File: config.mk
export PLATFORM = sky130hd
export DESIGN_NAME = servo_esc_pwm_generator
export DESIGN_NICKNAME = d
export VERILOG_FILES = /design/src/sepwm_pkg.sv /design/src/sepwm_front.sv /design/src/sepwm_queue.sv /design/src/sepwm_back.sv /design/src/servo_esc_pwm_generator.sv
export SDC_FILE = /design/constraint.sdc
export NUM_CORES = 1
export LEC_CHECK = 0
export ABC_AREA = 1
export BUFFER_PORTS_ARGS = -buffer_cell sky130_fd_sc_hd__buf_2
export CORE_ASPECT_RATIO = 1.2
export CORE_UTILIZATION = 60
export DETAILED_ROUTE_END_ITERATION = 12
export GPL_TIMING_DRIVEN = 1
export PLACE_DENSITY = 0.77
export REMOVE_ABC_BUFFERS = 1
export SLEW_MARGIN = 20
export SYNTH_ARGS = -nofsm -noshare
export SYNTH_HDL_FRONTEND = slang
export SYNTH_SLANG_ARGS = --single-unit
export TNS_END_PERCENT = 20
File: constraint.sdc
create_clock -name clk -period 18.2 [get_ports clk]
set_input_delay 1.82 -clock clk [delete_from_list [all_inputs] [get_ports clk]]
set_output_delay 1.82 -clock clk [all_outputs]
set_load 0.02 [all_outputs]
File: src/sepwm_pkg.sv
// ----------------------------------------------------------------------------
// sepwm_pkg
// Shared types, codes and constants for the servo / motor pulse generator.
// ----------------------------------------------------------------------------
`default_nettype none

package sepwm_pkg;

  // Default widths of compare and timer registers
  localparam int DEF_COMPARE_WIDTH = 12;
  localparam int DEF_COUNTER_WIDTH = 16;

  // Operation codes of an input word
  localparam logic [2:0] OP_TICK     = 3'd0;
  localparam logic [2:0] OP_PITCH    = 3'd1;
  localparam logic [2:0] OP_YAW      = 3'd2;
  localparam logic [2:0] OP_ROLL     = 3'd3;
  localparam logic [2:0] OP_THROTTLE = 3'd4;

  // Configuration register indexes
  localparam logic [2:0] CFG_PERIOD    = 3'd0;
  localparam logic [2:0] CFG_SERVO_MIN = 3'd1;
  localparam logic [2:0] CFG_SERVO_MAX = 3'd2;
  localparam logic [2:0] CFG_ESC_MIN   = 3'd3;
  localparam logic [2:0] CFG_ESC_MAX   = 3'd4;

  // Configuration reset values
  localparam logic [15:0] RST_PERIOD    = 16'd20000;
  localparam logic [11:0] RST_SERVO_MIN = 12'd500;
  localparam logic [11:0] RST_SERVO_MAX = 12'd2500;
  localparam logic [11:0] RST_ESC_MIN   = 12'd1000;
  localparam logic [11:0] RST_ESC_MAX   = 12'd2000;

  // Compare reset values
  localparam int RST_SERVO_CMP = 1500;
  localparam int RST_MOTOR_CMP = 1000;

  // Channel slots
  localparam int CH_ELEVATOR = 0;
  localparam int CH_RUDDER   = 1;
  localparam int CH_LAIL     = 2;
  localparam int CH_RAIL     = 3;
  localparam int CH_MOTOR    = 4;
  localparam int CH_COUNT    = 5;

  // Queue between front and back
  localparam int QUEUE_DEPTH = 2;

  // Product width: 16-bit offset command times 12-bit span
  localparam int PROD_WIDTH = 28;

  // ceil(2^28 / 255): exact floor(q/255) for q below 2^20
  localparam logic [20:0] RECIP_255 = 21'd1052689;
  localparam int RECIP_SHIFT = 28;

  typedef enum logic [2:0] {
    K_TICK,
    K_PITCH,
    K_YAW,
    K_ROLL,
    K_THROTTLE,
    K_NONE
  } kind_t;

  typedef struct packed {
    logic [2:0]         operation;
    logic signed [15:0] command_value;
  } in_item_t;

  typedef struct packed {
    logic        elevator_level;
    logic        rudder_level;
    logic        left_aileron_level;
    logic        right_aileron_level;
    logic        motor_level;
    logic        frame_start;
    logic [15:0] tick_count;
  } out_item_t;

  typedef struct packed {
    logic [15:0] tmr_period;
    logic [11:0] srv_lo_us;
    logic [11:0] srv_hi_us;
    logic [11:0] mot_lo_us;
    logic [11:0] mot_hi_us;
  } cfg_t;

  // Classified word waiting for the back end
  typedef struct packed {
    kind_t                 kind;
    logic                  neg;
    logic [PROD_WIDTH-1:0] prod;
  } qentry_t;

endpackage

`default_nettype wire

File: src/sepwm_front.sv
// ----------------------------------------------------------------------------
// sepwm_front
// Classifies an input word and forms the magnitude of the mapping product.
// ----------------------------------------------------------------------------
`default_nettype none

module sepwm_front (
  input  var sepwm_pkg::in_item_t item,
  input  var sepwm_pkg::cfg_t     cfg,
  output sepwm_pkg::qentry_t      entry
);
  import sepwm_pkg::*;

  kind_t       kind;
  logic [15:0] offset_cmd;
  logic [7:0]  throttle;
  logic        servo_neg;
  logic        esc_neg;
  logic [11:0] servo_span;
  logic [11:0] esc_span;
  logic [15:0] mul_a;
  logic [11:0] mul_b;

  // Decode operation
  always_comb begin
    unique case (item.operation)
      OP_TICK:     kind = K_TICK;
      OP_PITCH:    kind = K_PITCH;
      OP_YAW:      kind = K_YAW;
      OP_ROLL:     kind = K_ROLL;
      OP_THROTTLE: kind = K_THROTTLE;
      default:     kind = K_NONE;
    endcase
  end

  // Command + 32768, and throttle clamped to 0..255
  assign offset_cmd = {~item.command_value[15], item.command_value[14:0]};

  always_comb begin
    priority if (item.command_value[15]) begin
      throttle = 8'd0;
    end else if (|item.command_value[14:8]) begin
      throttle = 8'd255;
    end else begin
      throttle = item.command_value[7:0];
    end
  end

  // Span magnitude and sign, left-side orientation
  assign servo_neg  = cfg.srv_hi_us < cfg.srv_lo_us;
  assign esc_neg    = cfg.mot_hi_us < cfg.mot_lo_us;
  assign servo_span = servo_neg ? (cfg.srv_lo_us - cfg.srv_hi_us)
                                : (cfg.srv_hi_us - cfg.srv_lo_us);
  assign esc_span   = esc_neg ? (cfg.mot_lo_us - cfg.mot_hi_us)
                              : (cfg.mot_hi_us - cfg.mot_lo_us);

  // One shared multiplier
  always_comb begin
    if (kind == K_THROTTLE) begin
      mul_a = {8'd0, throttle};
      mul_b = esc_span;
    end else begin
      mul_a = offset_cmd;
      mul_b = servo_span;
    end
  end

  assign entry.kind = kind;
  assign entry.neg  = (kind == K_THROTTLE) ? esc_neg : servo_neg;
  assign entry.prod = PROD_WIDTH'(mul_a) * PROD_WIDTH'(mul_b);

endmodule

`default_nettype wire

File: src/sepwm_queue.sv
// ----------------------------------------------------------------------------
// sepwm_queue
// Two-entry queue between the front and back ends.
// ----------------------------------------------------------------------------
`default_nettype none

module sepwm_queue (
  input  wire                 clk,
  input  wire                 rst_n,
  input  wire                 push,
  input  var sepwm_pkg::qentry_t push_entry,
  output logic                full,
  input  wire                 pop,
  output logic                head_valid,
  output sepwm_pkg::qentry_t  head
);
  import sepwm_pkg::*;

  localparam int PW = (QUEUE_DEPTH > 1) ? $clog2(QUEUE_DEPTH) : 1;
  localparam int CW = $clog2(QUEUE_DEPTH + 1);

  qentry_t       mem_r [QUEUE_DEPTH];
  logic [PW-1:0] wr_ptr_r, wr_ptr_nxt;
  logic [PW-1:0] rd_ptr_r, rd_ptr_nxt;
  logic [CW-1:0] count_r, count_nxt;

  assign full       = (count_r == CW'(QUEUE_DEPTH));
  assign head_valid = (count_r != '0);
  assign head       = mem_r[rd_ptr_r];

  // Pointer and fill count update
  always_comb begin
    wr_ptr_nxt = wr_ptr_r;
    rd_ptr_nxt = rd_ptr_r;
    count_nxt  = count_r;
    if (push) begin
      wr_ptr_nxt = (wr_ptr_r == PW'(QUEUE_DEPTH - 1)) ? '0 : wr_ptr_r + PW'(1);
    end
    if (pop) begin
      rd_ptr_nxt = (rd_ptr_r == PW'(QUEUE_DEPTH - 1)) ? '0 : rd_ptr_r + PW'(1);
    end
    if (push && !pop) begin
      count_nxt = count_r + CW'(1);
    end else if (pop && !push) begin
      count_nxt = count_r - CW'(1);
    end
  end

  always_ff @(posedge clk) begin
    if (!rst_n) begin
      wr_ptr_r <= '0;
      rd_ptr_r <= '0;
      count_r  <= '0;
    end else begin
      wr_ptr_r <= wr_ptr_nxt;
      rd_ptr_r <= rd_ptr_nxt;
      count_r  <= count_nxt;
    end
  end

  // Storage
  always_ff @(posedge clk) begin
    if (push) begin
      mem_r[wr_ptr_r] <= push_entry;
    end
  end

endmodule

`default_nettype wire

File: src/sepwm_back.sv
// ----------------------------------------------------------------------------
// sepwm_back
// Finishes the mapping division, keeps the compares, runs the timer and
// holds the output register.
// ----------------------------------------------------------------------------
`default_nettype none

module sepwm_back #(
  parameter int COMPARE_WIDTH = sepwm_pkg::DEF_COMPARE_WIDTH,
  parameter int COUNTER_WIDTH = sepwm_pkg::DEF_COUNTER_WIDTH
) (
  input  wire                  clk,
  input  wire                  rst_n,
  input  var sepwm_pkg::cfg_t  cfg,
  input  wire                  head_valid,
  input  var sepwm_pkg::qentry_t head,
  output logic                 pop,
  output logic                 out_valid,
  input  wire                  out_stall,
  output sepwm_pkg::out_item_t out_item
);
  import sepwm_pkg::*;

  localparam int CMPW = (COUNTER_WIDTH > COMPARE_WIDTH) ? COUNTER_WIDTH : COMPARE_WIDTH;
  localparam int PERW = ((COUNTER_WIDTH > 16) ? COUNTER_WIDTH : 16) + 1;
  localparam logic [COMPARE_WIDTH-1:0] SERVO_CMP_RST = COMPARE_WIDTH'(RST_SERVO_CMP);
  localparam logic [COMPARE_WIDTH-1:0] MOTOR_CMP_RST = COMPARE_WIDTH'(RST_MOTOR_CMP);

  logic [COUNTER_WIDTH-1:0] cnt_r, cnt_nxt;
  logic [CH_COUNT-1:0]      pins_r, pins_nxt;
  logic [COMPARE_WIDTH-1:0] shadow_r [CH_COUNT];
  logic [COMPARE_WIDTH-1:0] shadow_nxt [CH_COUNT];
  logic [COMPARE_WIDTH-1:0] active_r [CH_COUNT];
  logic [COMPARE_WIDTH-1:0] active_nxt [CH_COUNT];
  logic [COMPARE_WIDTH-1:0] eff_cmp [CH_COUNT];
  out_item_t                out_r, out_nxt;
  logic                     out_valid_r, out_valid_nxt;

  logic [40:0]        esc_prod;
  logic [11:0]        esc_quot;
  logic [28:0]        servo_sum;
  logic [11:0]        servo_quot;
  logic [11:0]        quot;
  logic signed [13:0] signed_quot;
  logic [11:0]        lo_bound;
  logic signed [13:0] left_sum;
  logic signed [13:0] right_sum;
  logic [31:0]        left_wide;
  logic [31:0]        right_wide;
  logic [COMPARE_WIDTH-1:0] left_cmp;
  logic [COMPARE_WIDTH-1:0] right_cmp;
  logic               at_zero;
  logic [PERW-1:0]    cnt_inc;
  logic [31:0]        used_wide;

  assign pop       = head_valid && (!out_valid_r || !out_stall);
  assign out_valid = out_valid_r;
  assign out_item  = out_r;

  // Division by 255 (throttle) via reciprocal, by 65535 (servo) via fold-add
  assign esc_prod   = 41'(head.prod[19:0]) * 41'(RECIP_255);
  assign esc_quot   = esc_prod[RECIP_SHIFT+11:RECIP_SHIFT];
  assign servo_sum  = 29'(head.prod) + 29'(head.prod[PROD_WIDTH-1:16]) + 29'd1;
  assign servo_quot = servo_sum[27:16];
  assign quot       = (head.kind == K_THROTTLE) ? esc_quot : servo_quot;
  assign signed_quot = head.neg ? -$signed({2'b00, quot}) : $signed({2'b00, quot});

  // Mapped values: left/normal side from the low bound, right side inverted
  assign lo_bound  = (head.kind == K_THROTTLE) ? cfg.mot_lo_us : cfg.srv_lo_us;
  assign left_sum  = $signed({2'b00, lo_bound}) + signed_quot;
  assign right_sum = $signed({2'b00, cfg.srv_hi_us}) - signed_quot;
  assign left_wide  = 32'(left_sum[11:0]);
  assign right_wide = 32'(right_sum[11:0]);
  assign left_cmp   = left_wide[COMPARE_WIDTH-1:0];
  assign right_cmp  = right_wide[COMPARE_WIDTH-1:0];

  // Timer view for this word
  assign at_zero   = (cnt_r == '0);
  assign cnt_inc   = PERW'(cnt_r) + PERW'(1);
  assign used_wide = 32'(cnt_r);

  always_comb begin
    for (int i = 0; i < CH_COUNT; i++) begin
      eff_cmp[i] = at_zero ? shadow_r[i] : active_r[i];
    end
  end

  // Word execution
  always_comb begin
    cnt_nxt       = cnt_r;
    pins_nxt      = pins_r;
    shadow_nxt    = shadow_r;
    active_nxt    = active_r;
    out_nxt       = out_r;
    out_valid_nxt = out_valid_r;
    if (out_valid_r && !out_stall) begin
      out_valid_nxt = 1'b0;
    end
    if (pop) begin
      unique case (head.kind)
        K_TICK: begin
          if (at_zero) begin
            active_nxt = shadow_r;
          end
          for (int i = 0; i < CH_COUNT; i++) begin
            pins_nxt[i] = CMPW'(cnt_r) < CMPW'(eff_cmp[i]);
          end
          if (cnt_inc >= PERW'(cfg.tmr_period)) begin
            cnt_nxt = '0;
          end else begin
            cnt_nxt = cnt_inc[COUNTER_WIDTH-1:0];
          end
        end
        K_PITCH:    shadow_nxt[CH_ELEVATOR] = left_cmp;
        K_YAW:      shadow_nxt[CH_RUDDER]   = left_cmp;
        K_ROLL: begin
          shadow_nxt[CH_LAIL] = left_cmp;
          shadow_nxt[CH_RAIL] = right_cmp;
        end
        K_THROTTLE: shadow_nxt[CH_MOTOR] = left_cmp;
        default: ;
      endcase
      out_valid_nxt                = 1'b1;
      out_nxt.elevator_level       = pins_nxt[CH_ELEVATOR];
      out_nxt.rudder_level         = pins_nxt[CH_RUDDER];
      out_nxt.left_aileron_level   = pins_nxt[CH_LAIL];
      out_nxt.right_aileron_level  = pins_nxt[CH_RAIL];
      out_nxt.motor_level          = pins_nxt[CH_MOTOR];
      out_nxt.frame_start          = (head.kind == K_TICK) && at_zero;
      out_nxt.tick_count           = used_wide[15:0];
    end
  end

  // Control and compare state
  always_ff @(posedge clk) begin
    if (!rst_n) begin
      cnt_r       <= '0;
      pins_r      <= '0;
      out_valid_r <= 1'b0;
      for (int i = 0; i < CH_COUNT; i++) begin
        shadow_r[i] <= (i == CH_MOTOR) ? MOTOR_CMP_RST : SERVO_CMP_RST;
        active_r[i] <= (i == CH_MOTOR) ? MOTOR_CMP_RST : SERVO_CMP_RST;
      end
    end else begin
      cnt_r       <= cnt_nxt;
      pins_r      <= pins_nxt;
      out_valid_r <= out_valid_nxt;
      shadow_r    <= shadow_nxt;
      active_r    <= active_nxt;
    end
  end

  // Result payload
  always_ff @(posedge clk) begin
    out_r <= out_nxt;
  end

endmodule

`default_nettype wire

File: src/servo_esc_pwm_generator.sv
// ----------------------------------------------------------------------------
// servo_esc_pwm_generator
// Five-channel servo / motor pulse generator on one microsecond timer.
//
// Input words (in_valid/in_stall) carry a tick or an axis command. A tick
// advances the timer over 0..period-1 and samples the five pin levels; at
// count zero the shadow compares load into the active ones. Commands map
// onto a shadow compare (roll sets both ailerons, the right one inverted).
// Every word yields one result word on out_valid/out_stall.
// out_valid rises once an accepted word has passed through the front-to-back
// queue and been loaded into the output register. One word per cycle passes
// while the output is not stalled, set by the single execution stage in the
// back end. A stalled output holds its word; the two-entry queue keeps
// taking input until it fills, then in_stall rises.
// Configuration writes (cfg_valid/cfg_ready) are taken every cycle; the user
// must issue them only while the block is idle, and the block itself does
// not enforce this.
// Reset: timer at zero, pins low, compares 1500 us (servos) and 1000 us
// (motor), registers at 20000 / 500 / 2500 / 1000 / 2000.
// ----------------------------------------------------------------------------
`default_nettype none

module servo_esc_pwm_generator #(
  parameter int COMPARE_WIDTH = sepwm_pkg::DEF_COMPARE_WIDTH,
  parameter int COUNTER_WIDTH = sepwm_pkg::DEF_COUNTER_WIDTH
) (
  input  wire                  clk,
  input  wire                  rst_n,
  input  wire                  in_valid,
  output logic                 in_stall,
  input  var sepwm_pkg::in_item_t in_item,
  output logic                 out_valid,
  input  wire                  out_stall,
  output sepwm_pkg::out_item_t out_item,
  input  wire                  cfg_valid,
  output logic                 cfg_ready,
  input  wire  [2:0]           cfg_index,
  input  wire  [15:0]          cfg_data
);
  import sepwm_pkg::*;

  cfg_t    cfg_r, cfg_nxt;
  qentry_t front_entry;
  qentry_t head;
  logic    q_full;
  logic    head_valid;
  logic    pop;
  logic    push;

  // Configuration registers
  assign cfg_ready = 1'b1;

  always_comb begin
    cfg_nxt = cfg_r;
    if (cfg_valid && cfg_ready) begin
      unique case (cfg_index)
        CFG_PERIOD:    cfg_nxt.tmr_period = cfg_data;
        CFG_SERVO_MIN: cfg_nxt.srv_lo_us  = cfg_data[11:0];
        CFG_SERVO_MAX: cfg_nxt.srv_hi_us  = cfg_data[11:0];
        CFG_ESC_MIN:   cfg_nxt.mot_lo_us  = cfg_data[11:0];
        CFG_ESC_MAX:   cfg_nxt.mot_hi_us  = cfg_data[11:0];
        default: ;
      endcase
    end
  end

  always_ff @(posedge clk) begin
    if (!rst_n) begin
      cfg_r.tmr_period <= RST_PERIOD;
      cfg_r.srv_lo_us  <= RST_SERVO_MIN;
      cfg_r.srv_hi_us  <= RST_SERVO_MAX;
      cfg_r.mot_lo_us  <= RST_ESC_MIN;
      cfg_r.mot_hi_us  <= RST_ESC_MAX;
    end else begin
      cfg_r <= cfg_nxt;
    end
  end

  // Front end: decode and multiply
  assign in_stall = q_full;
  assign push     = in_valid && !in_stall;

  sepwm_front u_front (
    .item  (in_item),
    .cfg   (cfg_r),
    .entry (front_entry)
  );

  sepwm_queue u_queue (
    .clk        (clk),
    .rst_n      (rst_n),
    .push       (push),
    .push_entry (front_entry),
    .full       (q_full),
    .pop        (pop),
    .head_valid (head_valid),
    .head       (head)
  );

  // Back end: divide, compares, timer, output register
  sepwm_back #(
    .COMPARE_WIDTH (COMPARE_WIDTH),
    .COUNTER_WIDTH (COUNTER_WIDTH)
  ) u_back (
    .clk        (clk),
    .rst_n      (rst_n),
    .cfg        (cfg_r),
    .head_valid (head_valid),
    .head       (head),
    .pop        (pop),
    .out_valid  (out_valid),
    .out_stall  (out_stall),
    .out_item   (out_item)
  );

`ifndef SYNTH
  // A frame start always reports count zero
  a_frame_at_zero: assert property (@(posedge clk) disable iff (!rst_n)
    out_valid && out_item.frame_start |-> out_item.tick_count == 16'd0)
    else $error("frame_start with nonzero tick_count");

  // A full queue only happens behind a stalled output word
  a_full_implies_busy: assert property (@(posedge clk) disable iff (!rst_n)
    q_full |-> out_valid)
    else $error("queue full while output register empty");

  // The back end never pops an empty queue
  a_pop_has_data: assert property (@(posedge clk) disable iff (!rst_n)
    pop |-> head_valid)
    else $error("pop from empty queue");
`endif

endmodule

`default_nettype wire

==> flow_metrics.env, run 1 <==
export IMPL_clk_latency_ns=0.61
export IMPL_grt_max_degree=73
export IMPL_cp_arrival_ns=9.40
export IMPL_critPathCaptureType="register"
export IMPL_ant_nets=0
export IMPL_required_ns=18.52
export IMPL_drc_errors=0
export IMPL_place_area_sq_um=27800
export IMPL_relSlewSlack_pct=24.7
export IMPL_crit_family="adder cells"
export IMPL_finalCritPeriodShare_pct=49.9
export IMPL_cts_tree="yes"
export IMPL_final_common_cell="nand2_1"
export IMPL_hpwl_mm=55.4
export IMPL_hp_class="register to register"
export IMPL_num_nets_final=4167
export IMPL_netlist_cell_type_count=54
export IMPL_cp_max_fo=14
export IMPL_worst_path_max_delay_cell="fa_1"
export IMPL_hold_buffers=0
export IMPL_synth_seq_cells=297
export IMPL_cap_violations=0
export IMPL_worstMarginPinSlew_ns=1.13
export IMPL_drt_pre_antenna_iters=7
export IMPL_drive_above_1_share_pct=5.02
export IMPL_crit_buf_inv=7
export IMPL_final_cell_area_sq_um=28700
export IMPL_core_area_sq_um=44100
export IMPL_io_pins=68
export IMPL_final_cell_mix="nand2_1, inv_1, ha_1, o21ai_0, a21oi_1"
export IMPL_num_vias=23300
export IMPL_critical_path_startpoint="cfg_r[24]"
export IMPL_avgSynthCellArea_sq_um=7.48
export IMPL_holdWs_ns=0.455
export IMPL_ys_seq_area_share_pct=25.1
export IMPL_drt_initial_drc_count=1496
export IMPL_max_clock_freq_mhz=110
export IMPL_fin_tns_setup_ns=0
export IMPL_die_area_sq_um=46000
export IMPL_finalCriticalPeriod_ns=9.08
export IMPL_start_util_pct=61.3
export IMPL_dieWidth_um=196
export IMPL_min_from="u_back.active_r[35]"
export IMPL_synth_area_sq_um=27100
export IMPL_clock_skew_ns=0.0379
export IMPL_globalplace_congestion=0.961
export IMPL_async_flop_share_pct=0
export IMPL_synth_warnings=0
export IMPL_ys_flop_type="dfxtp_1"
export IMPL_clock_sinks=297
export IMPL_postSynthCellCount=3618
export IMPL_fp_dieH_um=235
export IMPL_diodes=0
export IMPL_cts_resized=0
export IMPL_outcome="finished, final reports clean"
export IMPL_wl_per_cell_um=16.7
export IMPL_postCtsSetupBuffers=0
export IMPL_synth_edf_count=86
export IMPL_ctsLongestPathBuffers=3
export IMPL_hold_viol=0
export IMPL_drv_slew=0
export IMPL_port_buffers=66
export IMPL_clock_root_buffer="clkbuf_16"
export IMPL_grt_pass1_wl_mm=113
export IMPL_grt_usage_pct=30.6
export IMPL_antenna_found_initial=2
export IMPL_syn_to_final_growth_pct=6.00
export IMPL_critPathLaunchType="register"
export IMPL_grt_overflow=0
export IMPL_setup_viol=0
export IMPL_wl_mm=70.3
export IMPL_cts_inserted_buffers=31
export IMPL_htree_levels=1
export IMPL_slowest_delay_ns=0.55
export IMPL_clk_pin_slew_ns=0.06
export IMPL_vias_per_cell=5.55
export IMPL_nFillCells=3982
export IMPL_grt_pass1_vias=22500
export IMPL_r2r_start="cfg_r[24]"
export IMPL_crit_top_cell="nand2_1"
export IMPL_rsz0062_at_grt="false"
export IMPL_critPathKind="register to register"
export IMPL_row_count=84
-- metal layers --
| metal | global-route usage (%) | vias to the layer above | wire (um) |
|---|---|---|---|
| met4 | 11.1 | 4 | 2480 |
| met2 | 52.8 | 706 | 33600 |
| met5 | 0 | - | 24 |
| met3 | 4.05 | 149 | 4240 |
| met1 | 39.0 | 10800 | 29900 |
| li1 | - | 11700 | - |
-- synthesized netlist by cell type (8+ instances only) --
library cell	instances	area share [%]
nand3_1	107	2.0
o211ai_1	87	2.4
inv_2	8	0.11
nand4_1	16	0.37
a211oi_1	13	0.36
a31oi_1	8	0.18
clkbuf_1	83	1.2
edfxtp_1	86	9.5
nand2_2	12	0.28
nor3_1	33	0.61
nor4_1	10	0.23
buf_2	16	0.30
inv_1	634	8.8
o21ai_1	10	0.18
a21oi_1	257	4.8
dfxtp_1	211	16
nor2_2	10	0.23
fa_1	158	12
clkinv_1	10	0.14
o21bai_1	8	0.22
xor2_1	65	2.1
o21ai_0	282	5.2
nand2_1	816	11
a21o_1	9	0.25
xnor2_1	24	0.78
nor2_1	229	3.2
ha_1	343	16
or2_2	12	0.28
-- tightest hold or removal path, stage by stage (launching register included) --
cell and delay (ns):
dfxtp_1 0.30, inv_1 0.06, a21oi_1 0.05
-- final cells by class --
class                      instances  area (sq um)  share of cell area (%)
multi-input combinational       2560         17400                    60.5
sequential                       297          6810                    23.7
inverter                         652          2450                    8.53
timing repair buffer              81           445                    1.55
tap                              559           699                    2.44
clock buffer                      42           817                    2.85
clock inverter                    15           128                   0.445
-- registers in the layout, indices dropped and copies added (netlist names), named ones only --
signal and cells:
u_back.out_item 22, u_back.shadow_r 60, cfg_r 64, u_queue.rd_ptr_r 1, u_queue.mem_r 64, u_back.pins_r 5
u_back.cnt_r 16, u_back.active_r 60, u_queue.wr_ptr_r 1, u_back.out_valid 1, u_queue.count_r 2
-- metrics by stage --
stage,std cells,setup slack [ns],util [%]
detailed placement,4149,8.97,62.9
CTS,4206,9.19,65.0
global placement,4149,9.06,62.9
floorplan,3509,9.40,-
finish,4206,9.12,65.0
global route,4206,8.48,65.0
-- worst paths after layout --
kind / slack, ns / depth (start not counted) / to
worst max-delay path: 9.12 / 39 / u_queue.mem_r[1][27]
worst min register to register: 0.46 / 2 / u_back.active_r[35]
worst max register to register: 9.12 / 39 / u_queue.mem_r[1][27]
worst min-delay path: 0.46 / 2 / u_back.active_r[35]
-- logic make-up (layout without fill, tap and decap cells) --
family / count (synthesis) / after routing / share of synthesized area, %
AO/OA/AOI/OAI: 710 / 710 / 14.7
XOR/XNOR: 89 / 89 / 2.88
adder cells (fa/ha/maj): 501 / 501 / 27.5
buffers and inverters: 761 / 790 / 10.8
flip-flops: 297 / 297 / 25.1
multiplexers: 1 / 1 / 0.0370
other: 1 / 1 / 0.0138
AND/OR/NAND/NOR: 1258 / 1258 / 18.9
Power of run 1 is not shown: default switching activity piles up to over one toggle a cycle in this logic, so the estimate is an artifact.
==> run 2, diff against run 1 <==
--- a/config.mk
+++ b/config.mk
@@ -5,13 +5,13 @@
 export SDC_FILE = /design/constraint.sdc
 export NUM_CORES = 1
 export LEC_CHECK = 0
-export ABC_AREA = 1
+export ABC_AREA = 0
 export BUFFER_PORTS_ARGS = -buffer_cell sky130_fd_sc_hd__buf_2
 export CORE_ASPECT_RATIO = 1.2
-export CORE_UTILIZATION = 60
+export CORE_UTILIZATION = 59
 export DETAILED_ROUTE_END_ITERATION = 12
 export GPL_TIMING_DRIVEN = 1
-export PLACE_DENSITY = 0.77
+export PLACE_DENSITY = 0.79
 export REMOVE_ABC_BUFFERS = 1
 export SLEW_MARGIN = 20
 export SYNTH_ARGS = -nofsm -noshare
==> constraint.sdc (replaced) <==
create_clock -name clk -period 7.6 [get_ports clk]
set_input_delay 0.76 -clock clk [delete_from_list [all_inputs] [get_ports clk]]
set_output_delay 0.76 -clock clk [all_outputs]
set_load 0.02 [all_outputs]
==> run 2 against run 1 <==
Area after synthesis fell by 3.3%; the flow now finishes with violations (design-rule violations, negative setup slack); routed wire length rose by 5.6%; clock skew fell by 0.0082 ns; critical endpoint is now u_queue.mem_r[0][27].
==> flow_metrics.env, run 2 <==
export IMPL_outcome="finished, violations left"
export IMPL_violations="design-rule violations, negative setup slack"
export IMPL_fin_cells=3893
export IMPL_fin_tns_setup_ns=-15.23
export IMPL_antenna_found_initial=1
export IMPL_row_count=84
export IMPL_max_clock_freq_mhz=122
export IMPL_crit_top_cell="a21o_1"
export IMPL_nFillCells=3056
export IMPL_clock_skew_ns=0.0297
export IMPL_num_vias=22800
export IMPL_drive_above_1_share_pct=21.4
export IMPL_critPathLaunchType="register"
export IMPL_cts_inserted_buffers=30
export IMPL_required_ns=7.95
export IMPL_yosys_top_cells_count="nand2_1, inv_1, ha_1"
export IMPL_synth_seq_cells=297
export IMPL_setup_slack_ns=-0.625
export IMPL_synth_xor_area_share_pct=3.07
export IMPL_drc_errors=2
export IMPL_syn_to_final_growth_pct=21.4
export IMPL_hp_class="input pin to register"
export IMPL_drt_initial_drc_count=1410
export IMPL_port_buffers=66
export IMPL_register_area_sq_um=6810
export IMPL_placed_cells=3773
export IMPL_synth_top_family_by_area="adder cells"
export IMPL_ys_flop_type="dfxtp_1"
export IMPL_cts_tree="yes"
export IMPL_synth_warnings=0
export IMPL_synth_area_sq_um=26200
export IMPL_avgSynthCellArea_sq_um=8.85
export IMPL_core_area_sq_um=43800
export IMPL_ant_nets=0
export IMPL_detailedPlace_worstSlack_ns=-0.971
export IMPL_rr_worst_depth=39
export IMPL_grt_overflow=0
export IMPL_globalplace_congestion=0.953
export IMPL_die_area_sq_um=45200
export IMPL_finalCriticalPeriod_ns=8.22
export IMPL_final_cell_mix="nand2_1, buf_4, inv_1, ha_1, dfxtp_1"
export IMPL_htree_levels=1
export IMPL_netlist_cell_type_count=91
export IMPL_clk_latency_ns=0.60
export IMPL_postSynthCellCount=2960
export IMPL_io_pins=68
export IMPL_worst_path_max_delay_cell="fa_1"
export IMPL_yosys_area_top_type="ha_1"
export IMPL_cp_arrival_ns=8.57
export IMPL_place_area_sq_um=29100
export IMPL_final_cell_area_sq_um=31800
export IMPL_synth_compound_area_share_pct=15.0
export IMPL_clock_sinks=297
export IMPL_rsz0062_at_grt="true"
export IMPL_drv_slew=0
export IMPL_slowest_delay_ns=0.59
export IMPL_worstMarginPinSlew_ns=1.13
export IMPL_hold_buffers=0
export IMPL_setup_viol=47
export IMPL_final_common_cell="nand2_1"
export IMPL_synth_simple_area_share_pct=16.0
export IMPL_critPathKind="register to register"
export IMPL_synthAdderAreaFrac_pct=28.5
export IMPL_dieWidth_um=194
export IMPL_grt_pass1_wl_mm=116
export IMPL_wl_mm=74.3
export IMPL_cp_max_fo=5
export IMPL_grt_max_degree=92
export IMPL_start_util_pct=59.8
export IMPL_multi_input_area_sq_um=18600
export IMPL_critPathCaptureType="register"
export IMPL_drt_pre_antenna_iters=9
export IMPL_synth_most_common_cell="nand2_1"
export IMPL_relSlewSlack_pct=24.8
export IMPL_grt_usage_pct=31.9
export IMPL_ys_seq_area_share_pct=26.0
export IMPL_synth_top_area_share_pct=16.4
export IMPL_grt_pass1_vias=23300
export IMPL_synth_area_leaders="ha_1, dfxtp_1, fa_1"
export IMPL_hpwl_mm=54.2
export IMPL_finalCritPeriodShare_pct=108
export IMPL_vias_per_cell=5.85
export IMPL_worstHoldPathCells=3
export IMPL_synth_edf_count=86
export IMPL_cap_violations=0
export IMPL_async_flop_share_pct=0
export IMPL_wl_per_cell_um=19.1
export IMPL_clock_root_buffer="clkbuf_16"
export IMPL_fp_dieH_um=233
export IMPL_num_nets_final=3853
export IMPL_ctsLongestPathBuffers=3
export IMPL_largest_registers="cfg_r (64), u_queue.mem_r (64)"
export IMPL_hold_viol=0
export IMPL_clk_pin_slew_ns=0.06
export IMPL_yosys_mux_area_fraction_pct=4.63
[run 2: cell count changes after synthesis, sizes merged, moves of 93 or more]
cell / before / now
a21oi: 258 / 96
inv: 642 / 350
nor2: 241 / 141
nand2: 830 / 480
o21ai: 298 / 94
mux2i: 1 / 94
[run 2: repair_timing]
action,in CTS,in global routing
pin swaps,118,94
buffers inserted,49,16
cloned,2,0
endpoints found under the setup margin,55,57
resized for setup,171,82
[run 2: path summary, 6_finish.rpt]
| kind | start | end | slack (ns) |
|---|---|---|---|
| max | cfg_r[24] | u_queue.mem_r[0][27] | -0.62 |
| min | cfg_data[14] | cfg_r[62] | 0.42 |
| max reg2reg | cfg_r[24] | u_queue.mem_r[0][27] | -0.62 |
| min reg2reg | u_back.active_r[59] | u_back.active_r[59] | 0.47 |
[run 2: final cells by class]
class	count	share of cell area [%]
repair buffers	432	10.2
clock inverters	25	1.07
well taps	559	2.20
flip-flops and latches	297	21.4
diodes	1	0.00787
clock buffers	31	2.37
multi-input cells	2198	58.6
inverters	350	4.13
[run 2: stage by stage]
step	hold slack, ns	utilization, %
2_1_floorplan	0.438	-
3_3_place_gp	0.447	66.4
3_5_place_dp	0.456	66.4
4_1_cts	0.412	71.5
5_1_grt	0.429	72.5
6_report	0.422	72.5
[run 2: worst max-delay path, delay by kind of cell, from the launching register on]
family / cells / cell delay (ns)
xor gates and xnor gates: 1 / 0.13
AOI/OAI and AO/OA: 14 / 2.73
and+or+nand+nor: 4 / 0.36
adders and majority gates: 8 / 3.05
DFF: 1 / 0.33
muxes: 2 / 0.49
buffers and inverters: 10 / 0.88
[run 2: per-layer routing]
metal | track usage, % | share of wire [%] | vias to the layer above
li1 | - | - | 10800
met1 | 36.4 | 39 | 11000
met2 | 59.0 | 51 | 719
met3 | 3.00 | 4.9 | 241
met4 | 16.9 | 5.5 | 0
met5 | 0 | 0 | -
[run 2: logic make-up (layout without fill, tap and decap cells)]
family          after synthesis  in the layout
buf+inv                     465            838
compound gates              563            563
mux                         117            117
other cells                   1              2
flops                       297            297
fa+ha+maj                   501            501
simple gates                925            925
xor+xnor                     91             91
Power of run 2 is left out for the same reason.
